**config.mk**
```make
export PLATFORM = sky130hd
export DESIGN_NAME = signed_date_difference_days_top
export DESIGN_NICKNAME = d
export VERILOG_FILES = /design/src/sdd_pkg.sv /design/src/sdd_lane.sv /design/src/sdd_merge.sv /design/src/signed_date_difference_days_top.sv
export SDC_FILE = /design/constraint.sdc
export NUM_CORES = 2
export LEC_CHECK = 0
export BUFFER_PORTS_ARGS = -buffer_cell sky130_fd_sc_hd__buf_2
export CAP_MARGIN = 20
export CORE_UTILIZATION = 66
export CTS_CLUSTER_DIAMETER = 40
export DETAILED_ROUTE_END_ITERATION = 7
export PLACE_DENSITY = 0.83
export REMOVE_ABC_BUFFERS = 1
export SYNTH_ARGS = -nofsm -noshare
export SYNTH_HDL_FRONTEND = slang
export SYNTH_SLANG_ARGS = --single-unit
```
**constraint.sdc**
```tcl
create_clock -name clk -period 8.9 [get_ports clk]
set_input_delay 0.445 -clock clk [delete_from_list [all_inputs] [get_ports clk]]
set_output_delay 0.445 -clock clk [all_outputs]
set_load 0.01 [all_outputs]
```
**src/sdd_pkg.sv**
```systemverilog
`timescale 1ns / 1ps
// shared types, constants and calendar tables for the signed date difference block
// no dependencies
package sdd_pkg;

  localparam int MAX_YEAR_DEF = 9999;

  localparam int DAY_W   = 5;
  localparam int MONTH_W = 4;
  localparam int YEAR_W  = 14;
  localparam int DOY_W   = 9;
  localparam int Q100_W  = 8;
  localparam int DN_W    = 23;
  localparam int DIFF_W  = 23;

  // floor(x / 100) = (x * 5243) >> 19, exact for x < 2**14
  localparam logic [12:0] RECIP100   = 13'd5243;
  localparam int          RECIP_SHFT = 19;
  localparam int          PROD_W     = YEAR_W + 13;

  localparam logic [DIFF_W:0] DIFF_LIMIT = 24'd4194303;

  typedef struct packed {
    logic [DAY_W-1:0]   start_day;
    logic [MONTH_W-1:0] start_month;
    logic [YEAR_W-1:0]  start_year;
    logic [DAY_W-1:0]   end_day;
    logic [MONTH_W-1:0] end_month;
    logic [YEAR_W-1:0]  end_year;
    logic               include_end_day;
  } sdd_in_t;

  typedef struct packed {
    logic signed [DIFF_W-1:0] day_difference;
    logic                     date_invalid;
  } sdd_out_t;

  typedef struct packed {
    logic s1;
    logic s2;
  } sdd_adv_t;

  // days before the first of the month in a march-based year
  function automatic logic [DOY_W-1:0] month_base(input logic [MONTH_W-1:0] m);
    logic [DOY_W-1:0] b;
    case (m)
      4'd1:    b = 9'd306;
      4'd2:    b = 9'd337;
      4'd3:    b = 9'd0;
      4'd4:    b = 9'd31;
      4'd5:    b = 9'd61;
      4'd6:    b = 9'd92;
      4'd7:    b = 9'd122;
      4'd8:    b = 9'd153;
      4'd9:    b = 9'd184;
      4'd10:   b = 9'd214;
      4'd11:   b = 9'd245;
      4'd12:   b = 9'd275;
      default: b = 9'd0;
    endcase
    return b;
  endfunction

  function automatic logic [DAY_W-1:0] month_len(input logic [MONTH_W-1:0] m,
                                                 input logic leap);
    logic [DAY_W-1:0] n;
    case (m)
      4'd2:    n = leap ? 5'd29 : 5'd28;
      4'd4:    n = 5'd30;
      4'd6:    n = 5'd30;
      4'd9:    n = 5'd30;
      4'd11:   n = 5'd30;
      default: n = 5'd31;
    endcase
    return n;
  endfunction

endpackage

```
**src/sdd_lane.sv**
```systemverilog
`timescale 1ns / 1ps
// one date lane: checks the date and turns it into a day number over two stages
// depends on sdd_pkg
module sdd_lane #(
  parameter int MAX_YEAR = sdd_pkg::MAX_YEAR_DEF
) (
  input  logic                        clk,
  input  sdd_pkg::sdd_adv_t           adv,
  input  logic [sdd_pkg::DAY_W-1:0]   day,
  input  logic [sdd_pkg::MONTH_W-1:0] month,
  input  logic [sdd_pkg::YEAR_W-1:0]  year,
  output logic [sdd_pkg::DN_W-1:0]    day_num,
  output logic                        ok
);
  import sdd_pkg::*;

  localparam logic [16:0] MaxYr = 17'(MAX_YEAR);

  // stage 1
  logic [YEAR_W-1:0]  yy_c;
  logic [PROD_W-1:0]  py_c;
  logic [PROD_W-1:0]  pyy_c;
  logic [DOY_W-1:0]   doy_c;

  logic [DAY_W-1:0]   d1;
  logic [MONTH_W-1:0] m1;
  logic [YEAR_W-1:0]  y1;
  logic [YEAR_W-1:0]  yy1;
  logic [DOY_W-1:0]   doy1;
  logic [Q100_W-1:0]  qy1;
  logic [Q100_W-1:0]  qyy1;

  always_comb begin
    yy_c  = (month <= 4'd2) ? year - YEAR_W'(1) : year;
    py_c  = PROD_W'(year) * PROD_W'(RECIP100);
    pyy_c = PROD_W'(yy_c) * PROD_W'(RECIP100);
    doy_c = month_base(month) + DOY_W'(day) - DOY_W'(1);
  end

  always_ff @(posedge clk) begin
    if (adv.s1) begin
      d1   <= day;
      m1   <= month;
      y1   <= year;
      yy1  <= yy_c;
      doy1 <= doy_c;
      qy1  <= py_c[RECIP_SHFT +: Q100_W];
      qyy1 <= pyy_c[RECIP_SHFT +: Q100_W];
    end
  end

  // stage 2
  logic [YEAR_W-1:0] rem_c;
  logic              leap_c;
  logic [DAY_W-1:0]  last_c;
  logic              ok_c;
  logic [DN_W-1:0]   dn_c;

  always_comb begin
    rem_c  = y1 - YEAR_W'(qy1) * YEAR_W'(100);
    leap_c = (y1[1:0] == 2'd0) && ((rem_c != '0) || (qy1[1:0] == 2'd0));
    last_c = month_len(m1, leap_c);
    ok_c   = (m1 inside {[4'd1:4'd12]}) && (y1 != '0) && ({3'b0, y1} <= MaxYr)
             && (d1 != '0) && (d1 <= last_c);
    dn_c   = DN_W'(yy1) * DN_W'(365) + DN_W'(yy1 >> 2) - DN_W'(qyy1)
             + DN_W'(qyy1 >> 2) + DN_W'(doy1);
  end

  always_ff @(posedge clk) begin
    if (adv.s2) begin
      day_num <= dn_c;
      ok      <= ok_c;
    end
  end

endmodule

```
**src/sdd_merge.sv**
```systemverilog
`timescale 1ns / 1ps
// merge stage: signed difference of the two day numbers, saturated, into the output register
// depends on sdd_pkg
module sdd_merge (
  input  logic                     clk,
  input  logic                     en,
  input  logic [sdd_pkg::DN_W-1:0] start_num,
  input  logic                     start_ok,
  input  logic [sdd_pkg::DN_W-1:0] end_num,
  input  logic                     end_ok,
  input  logic                     inc,
  output sdd_pkg::sdd_out_t        res
);
  import sdd_pkg::*;

  logic            earlier;
  logic [DN_W-1:0] gap;
  logic [DN_W:0]   mag;
  logic [DN_W:0]   mag_sat;
  sdd_out_t        res_next;

  always_comb begin
    earlier = start_num < end_num;
    gap     = earlier ? end_num - start_num : start_num - end_num;
    mag     = {1'b0, gap} + (DN_W+1)'(inc);
    mag_sat = (mag > DIFF_LIMIT) ? DIFF_LIMIT : mag;
    if (!(start_ok && end_ok)) begin
      res_next.day_difference = '0;
      res_next.date_invalid   = 1'b1;
    end else begin
      res_next.day_difference = earlier ? DIFF_W'(mag_sat) : DIFF_W'(-mag_sat);
      res_next.date_invalid   = 1'b0;
    end
  end

  always_ff @(posedge clk) begin
    if (en) begin
      res <= res_next;
    end
  end

endmodule

```
**src/signed_date_difference_days_top.sv**
```systemverilog
`timescale 1ns / 1ps
// Signed Gregorian day difference between a start and an end date. One word is taken
// every cycle unless stalled, and passes through two day-number stages in each
// of the two date lanes, then a merge stage that subtracts, applies the include-end-day
// flag, saturates and holds the result in the output register. Back-pressure from the
// result side stalls the whole pipeline; empty stages fill while the output waits.
// A date with a bad month, day or year gives 0 with date_invalid set.
// depends on sdd_pkg, sdd_lane, sdd_merge
module signed_date_difference_days_top #(
  parameter int MAX_YEAR = sdd_pkg::MAX_YEAR_DEF
) (
  input  logic              clk,
  input  logic              rst,
  input  logic              date_valid,
  output logic              date_ready,
  input  sdd_pkg::sdd_in_t  date_data,
  output logic              diff_valid,
  input  logic              diff_ready,
  output sdd_pkg::sdd_out_t diff_data
);
  import sdd_pkg::*;

  logic     v1;
  logic     v2;
  logic     v3;
  logic     en3;
  logic     inc1;
  logic     inc2;
  sdd_adv_t adv;

  logic [DN_W-1:0] start_num;
  logic [DN_W-1:0] end_num;
  logic            start_ok;
  logic            end_ok;

  always_comb begin
    en3    = !v3 || diff_ready;
    adv.s2 = !v2 || en3;
    adv.s1 = !v1 || adv.s2;
  end

  assign date_ready = adv.s1;
  assign diff_valid = v3;

  always_ff @(posedge clk) begin
    if (rst) begin
      v1 <= 1'b0;
      v2 <= 1'b0;
      v3 <= 1'b0;
    end else begin
      if (adv.s1) v1 <= date_valid;
      if (adv.s2) v2 <= v1;
      if (en3)    v3 <= v2;
    end
  end

  always_ff @(posedge clk) begin
    if (adv.s1) inc1 <= date_data.include_end_day;
    if (adv.s2) inc2 <= inc1;
  end

  sdd_lane #(.MAX_YEAR(MAX_YEAR)) u_start_lane (
    .clk     (clk),
    .adv     (adv),
    .day     (date_data.start_day),
    .month   (date_data.start_month),
    .year    (date_data.start_year),
    .day_num (start_num),
    .ok      (start_ok)
  );

  sdd_lane #(.MAX_YEAR(MAX_YEAR)) u_end_lane (
    .clk     (clk),
    .adv     (adv),
    .day     (date_data.end_day),
    .month   (date_data.end_month),
    .year    (date_data.end_year),
    .day_num (end_num),
    .ok      (end_ok)
  );

  sdd_merge u_merge (
    .clk       (clk),
    .en        (en3),
    .start_num (start_num),
    .start_ok  (start_ok),
    .end_num   (end_num),
    .end_ok    (end_ok),
    .inc       (inc2),
    .res       (diff_data)
  );

endmodule

```
Word level (Yosys, flattened, before mapping). Memory sizes are Yosys's and may differ from the RTL's. Cells that the tools add are included.

Flip-flop bits (word level): 201. Memory bits (read-only): 288. Input port bits: 51. Output and inout bits: 26. Logic and storage cells: 120. Memories kept: 2.

Memories: (name not given) (words 16, bits a word 9, rd ports 1, clocked after Yosys merged registers in 0, write ports 0, line sdd_pkg.sv:46) `case (m)`; (name not given) (words 16, bits a word 9, rd ports 1, clocked after Yosys merged registers in 0, write ports 0, line sdd_pkg.sv:46).

$add $sub $neg: 20. $mul: 8. Order comparisons: 12. Equal/unequal tests: 10. Multiplexer cells: 10. Reduce and logical (&&, ||, !) cells: 33.

Operator list (count): multiplier 14 x 13 -> 27 bit (second input constant) (4); two-way mux 23 bit (3); nonzero test 14 bit (4); adder 23 x 12 -> 23 bit (2); adder 23 x 6 -> 23 bit (2); adder 23 x 9 -> 23 bit (2); multiplier 14 x 9 -> 23 bit (second input constant) (2); subtractor 23 bit (2); subtractor 23 x 8 -> 23 bit (2); less-or-equal comparator 14 bit (second input constant) (2); two-way mux 14 bit (2); subtractor 14 x 1 -> 14 bit (second input constant) (2); subtractor 14 bit (2); adder 23 x 1 -> 24 bit (1); greater-than comparator 24 x 22 -> 1 bit (second input constant) (1); multiplier 8 x 5 -> 12 bit (second input constant) (2); less-than comparator 23 bit (1); negation 23 bit (1); one-hot mux 5 bit (2 select lines) (2); adder 9 x 5 -> 9 bit (2); subtractor 9 x 1 -> 9 bit (second input constant) (2); == test 4 x 3 -> 1 bit (second input constant) (4); == test 4 bit (second input constant) (4); logical AND 1 bit (13); other kinds (11) (29).

Longest topological paths before layout.
Depth in word-level cells: 9. Mapped depth: 31. Depth with buffers taken out: 31.

Cells and area by module. A second synthesis with hierarchy kept.

Cells, all modules: 3616. Area total of the unflattened synthesis: 35994.5 um2.

By module, submodules not included: sdd_lane (u_start_lane) (times used 1, cells an instance 1493, area an instance 15563.7 um2, sequential area each 2582.5 um2); sdd_lane (u_end_lane) (times used 1, cells an instance 1432, area an instance 15240.9 um2, sequential area each 2582.5 um2); sdd_merge (times used 1, cells an instance 677, area an instance 5021.1 um2, sequential area each 720.7 um2); signed_date_difference_days_top (times used 1, cells an instance 14, area an instance 168.9 um2, sequential area each 120.1 um2).

Least setup slack after synthesis. OpenSTA, ideal clock, no wires.

Path type: in2reg. Start point: input date_data[38] (netlist bit). End point: register u_start_lane.qyy1[6] (data pin). Arrival: 7213 ps. Required time: 8642 ps. Slack: 1429 ps. Cell stages on the path: 27. Path buffers: 0. Path through: inv_1 ha_1 inv_1 a211oi_1 nand3_1 nor2_1 and3_1 nand2_1 xnor2_1 inv_1 fa_1 inv_1 ha_1 fa_1 fa_1 inv_1 fa_1 inv_1 ha_1 a21o_1 a21o_1 or3_1 o211a_1 o31a_1 o41ai_1 o21ba_2 xnor2_1.

Cells in the longest elaborated chain, start to end: 3.

Ends and longest elaborated chain: start: declaration (line signed_date_difference_days_top.sv:16) `input sdd_pkg::sdd_in_t date_data,`; less-or-equal comparator 4 x 2 -> 1 bit (line sdd_lane.sv:34) `yy_c = (month <= 4'd2) ? year - YEAR_W'(1) : year;`; two-way mux 14 bit (line sdd_lane.sv:34); net u_start_lane.yy_c[12] (line sdd_lane.sv:20) `logic [YEAR_W-1:0] yy_c;`; multiplier 14 x 13 -> 27 bit (line sdd_lane.sv:36) `pyy_c = PROD_W'(yy_c) * PROD_W'(RECIP100);`; net u_start_lane.pyy_c[25] (line sdd_lane.sv:22) `logic [PROD_W-1:0] pyy_c;`; end signal: assignment (line sdd_lane.sv:48) `qyy1 <= pyy_c[RECIP_SHFT +: Q100_W];`; end: declaration (line sdd_lane.sv:31) `logic [Q100_W-1:0] qyy1;`.

The timed path passes the listed nets, and every way through them passes these cells. A chain may end at the register's enable or synchronous reset.

Worst setup path in the final report.
Start point: input date_data[25] (netlist bit). End point: register u_start_lane.qyy1[6] (data pin).

Cells in the longest elaborated chain, start to end: 3.

Ends and longest elaborated chain (line): subtractor 14 x 1 -> 14 bit (sdd_lane.sv:34); two-way mux 14 bit (sdd_lane.sv:34); net u_start_lane.yy_c[9] (sdd_lane.sv:20); multiplier 14 x 13 -> 27 bit (sdd_lane.sv:36); net u_start_lane.pyy_c[25] (sdd_lane.sv:22).

The timed path passes the listed nets, and every way through them passes these cells.

==> results by group <==
Yosys
  • #FFs+latches synth: around 200
  • Mux cell area share after synthesis: 0.820%
  • Number of flops mapped to enable cells by yosys: a little under 200
  • Count leader, synth: inv_1
  • Netlist cell types: 88
  • Main combinational cell family by area after synthesis: adder cells
  • Post-Synthesis Cells: 3538
  • Post-synthesis compound-gate area fraction: around a tenth
  • Post-Synth XOR/XNOR Area: 3.84%
  • Share of flip-flops with an asynchronous set or reset: 0%
  • Adder-cell share of the synthesized area: about half
  • Avg Cell Area, Syn: 10.0 sq um
  • Main flop type after synthesis: edfxtp_1
  • Synth area leader: ha_1
  • Mapped cell area: between 0.03 and 0.04 sq mm
  • Seq/Total Area, Yosys: 17.0%
  • Post-Synth Simple-Gate Area: ~7%
  • Post-synth top cells: inv_1 (942), ha_1 (752), fa_1 (438)
  • Top-area cell type share of the netlist area: 26.6%
  • Synth warnings: 0
  • Top cells by area, synth: ha_1 (27%), fa_1 (25%), edfxtp_1 (17%), inv_1 (10%), xnor2_1 (3.0%)

Placed design
  • Placed Instances: 4284
  • Final GP Congestion: 0.910
  • # port buffers: 76
  • Post-DP HPWL: 62300 microns

Finish
  • Fin cells: 4355
  • # diodes: 0
  • Synth-to-layout area growth: 7.45%
  • Fillers: between 3000 and 4000
  • Fin nets: 4878
  • Share of layout cells above drive strength 1: between 5 and 6%

Route
  • Antenna viol nets, final: 0
  • Met3 wire len: 3080 microns
  • Avg WL per Cell: between 15 and 20 microns
  • DRC viols: 12
  • DRT iter0 DRCs: around 1300
  • DR vias/cell: approximately 5.6
  • Post-Route WL: 74300 microns
  • Top layer in use: met4
  • Met2 WL post-DR: roughly 38000 microns
  • Vias: 24400
  • DR pass1 iterations: 8
  • Met1 WL: 31800 microns

Clock tree
  • Hold-fix buffer count after cts: 0
  • CTS tree: done
  • Post-CTS setup buffer count: 0
  • Clock Sinks: ~200
  • H-tree lvl count: 2
  • Worst-path clk slew: around 0.06 ns
  • Worst-skew pair later-pin latency: 0.58 ns
  • Cts repair resizes: 0
  • Number of buffers created by CTS: 39
  • Root Driver: clkbuf_16
  • Maximum clock path buffer count: 3

Die
  • Die width: 234 microns
  • Core Footprint: 0.0528 sq mm
  • Chip height: 234 microns
  • Die area: between 0.05 and 0.06 sq mm
  • IO Count: 77
  • Initial Utilization: 67.1%
  • Number of placement rows: 84

Critical path
  • R2R Setup Slk: 1.84 ns
  • CP Capture Type: flop
  • CP Data Required Time: 9.23 ns
  • CP arrival: 7.65 ns
  • Reg-to-reg startpoint: u_end_lane.day_num[17]
  • Setup crit start kind: input port
  • CP Class: in -> reg
  • CP Max Fanout: 6
  • Worst Setup SP: date_data[25]

Timing
  • F_max: 137 MHz
  • Least-Margin Pin Slew: 1.07 ns
  • Max Slew Vio Count: 0
  • Hold Slack: 0.0569 ns
  • # setup viols final: 0
  • Setup Skew: 0.0186 ns
  • Tmin final: around 7.3 ns
  • Setup TNS: 0 ns
  • Relative slew slack: 28.9%
  • Final hold violations: 0
  • RSZ-0062 raised after global routing: no
  • Tcrit/Tclk final: 82.2%

Run status
  • Failing checks: DRC
  • Status: finished, violations left

GRT
  • First-pass GRT wire length: 125000 microns
  • Antenna violations before repair: 0
  • Vias in the first global route: 25800
  • Total global routing overflow: 0
  • GRT Total Usage: between 20% and 30%
  • Largest net degree at the start of global routing: 83

Hold path
  • Hold WC Path Type: in -> reg
  • Hold Startpoint: rst

Run
  • Max-cap violations: 0
==> layout by cell type, fill, tap and decap left out, types with 24 or more instances in the layout <==
cell	count
o211ai_1	25
a21oi_1	124
buf_2	76
nand2_1	107
a21o_1	68
ha_1	752
fa_1	438
xnor2_1	121
nand3_1	41
nor3_1	55
clkbuf_16	39
o21a_1	24
nor2_1	118
edfxtp_1	198
o21ai_0	82
xor2_1	34
inv_1	941
==> final timing paths <==
path / end / cells past startpoint
worst max-delay path: u_start_lane.qyy1[6] / 25
worst min-delay path: v2 / 2
worst max register to register: u_merge.res[23] / 19
worst min register to register: inc2 / 0
==> flip-flops by register name (all words and copies together), names as in the netlist, 4 cells and up <==
name / flops
u_end_lane.d1: 5
u_end_lane.day_num: 23
u_end_lane.doy1: 9
u_end_lane.m1: 4
u_end_lane.qy1: 8
u_end_lane.qyy1: 8
u_end_lane.y1: 14
u_end_lane.yy1: 14
u_merge.res: 24
u_start_lane.d1: 5
u_start_lane.day_num: 23
u_start_lane.doy1: 9
u_start_lane.m1: 4
u_start_lane.qy1: 8
u_start_lane.qyy1: 8
u_start_lane.y1: 14
u_start_lane.yy1: 14
==> per-stage QoR <==
step | utilization, % | setup WS [ns] | cell area, sq um
final | 72.1 | 1.58 | 38000
after global placement | 69.4 | 1.40 | 36600
after detailed placement | 69.4 | 1.15 | 36600
after floorplan | - | 1.43 | 35200
after global routing | 72.1 | 1.13 | 38000
after CTS | 72.1 | 1.67 | 38000
==> cells by family after synthesis <==
kind of cell | count (synthesis)
adders and majority gates | 1190
buffers and inverters | 982
AOI/OAI and AO/OA | 498
and+or+nand+nor | 486
DFF | 201
xor gates and xnor gates | 155
muxes | 26
==> per-layer routing <==
layer / global-route usage [%] / vias to the layer above
li1: - / 11800
met1: 36.2 / 11900
met2: 51.3 / 551
met3: 3.81 / 145
met4: 7.49 / 0
met5: 0 / -
==> critical path: stages <==
cell and delay, ns:
buf_2 0.15, inv_1 0.21, ha_1 0.19, a21boi_0 0.36, nand2_1 0.12, a21boi_0 0.29
o211ai_1 0.17, xnor2_1 0.46, inv_1 0.23, fa_1 0.53, inv_1 0.04, ha_1 0.30
fa_1 0.49, inv_1 0.05, fa_1 0.54, inv_1 0.06, fa_1 0.48, ha_1 0.34
a211o_1 0.32, or3_1 0.33, o211a_1 0.25, o31a_1 0.30, o41ai_1 0.71, o21ba_2 0.23
xnor2_1 0.06
==> final cells by class <==
cell class                      instances  area [sq um]  area share (%)
Multi-Input combinational cell       2355         25700            67.5
Sequential cell                       201          6010            15.8
Inverter                              942          3540            9.30
Clock buffer                           42           987            2.60
Tap cell                              688           861            2.26
Timing Repair Buffer                   98           546            1.43
Clock inverter                         29           433            1.14
Power is left out: the tool's default activity adds up to more than one toggle a clock period on the data nets, which glitch-free logic cannot reach.
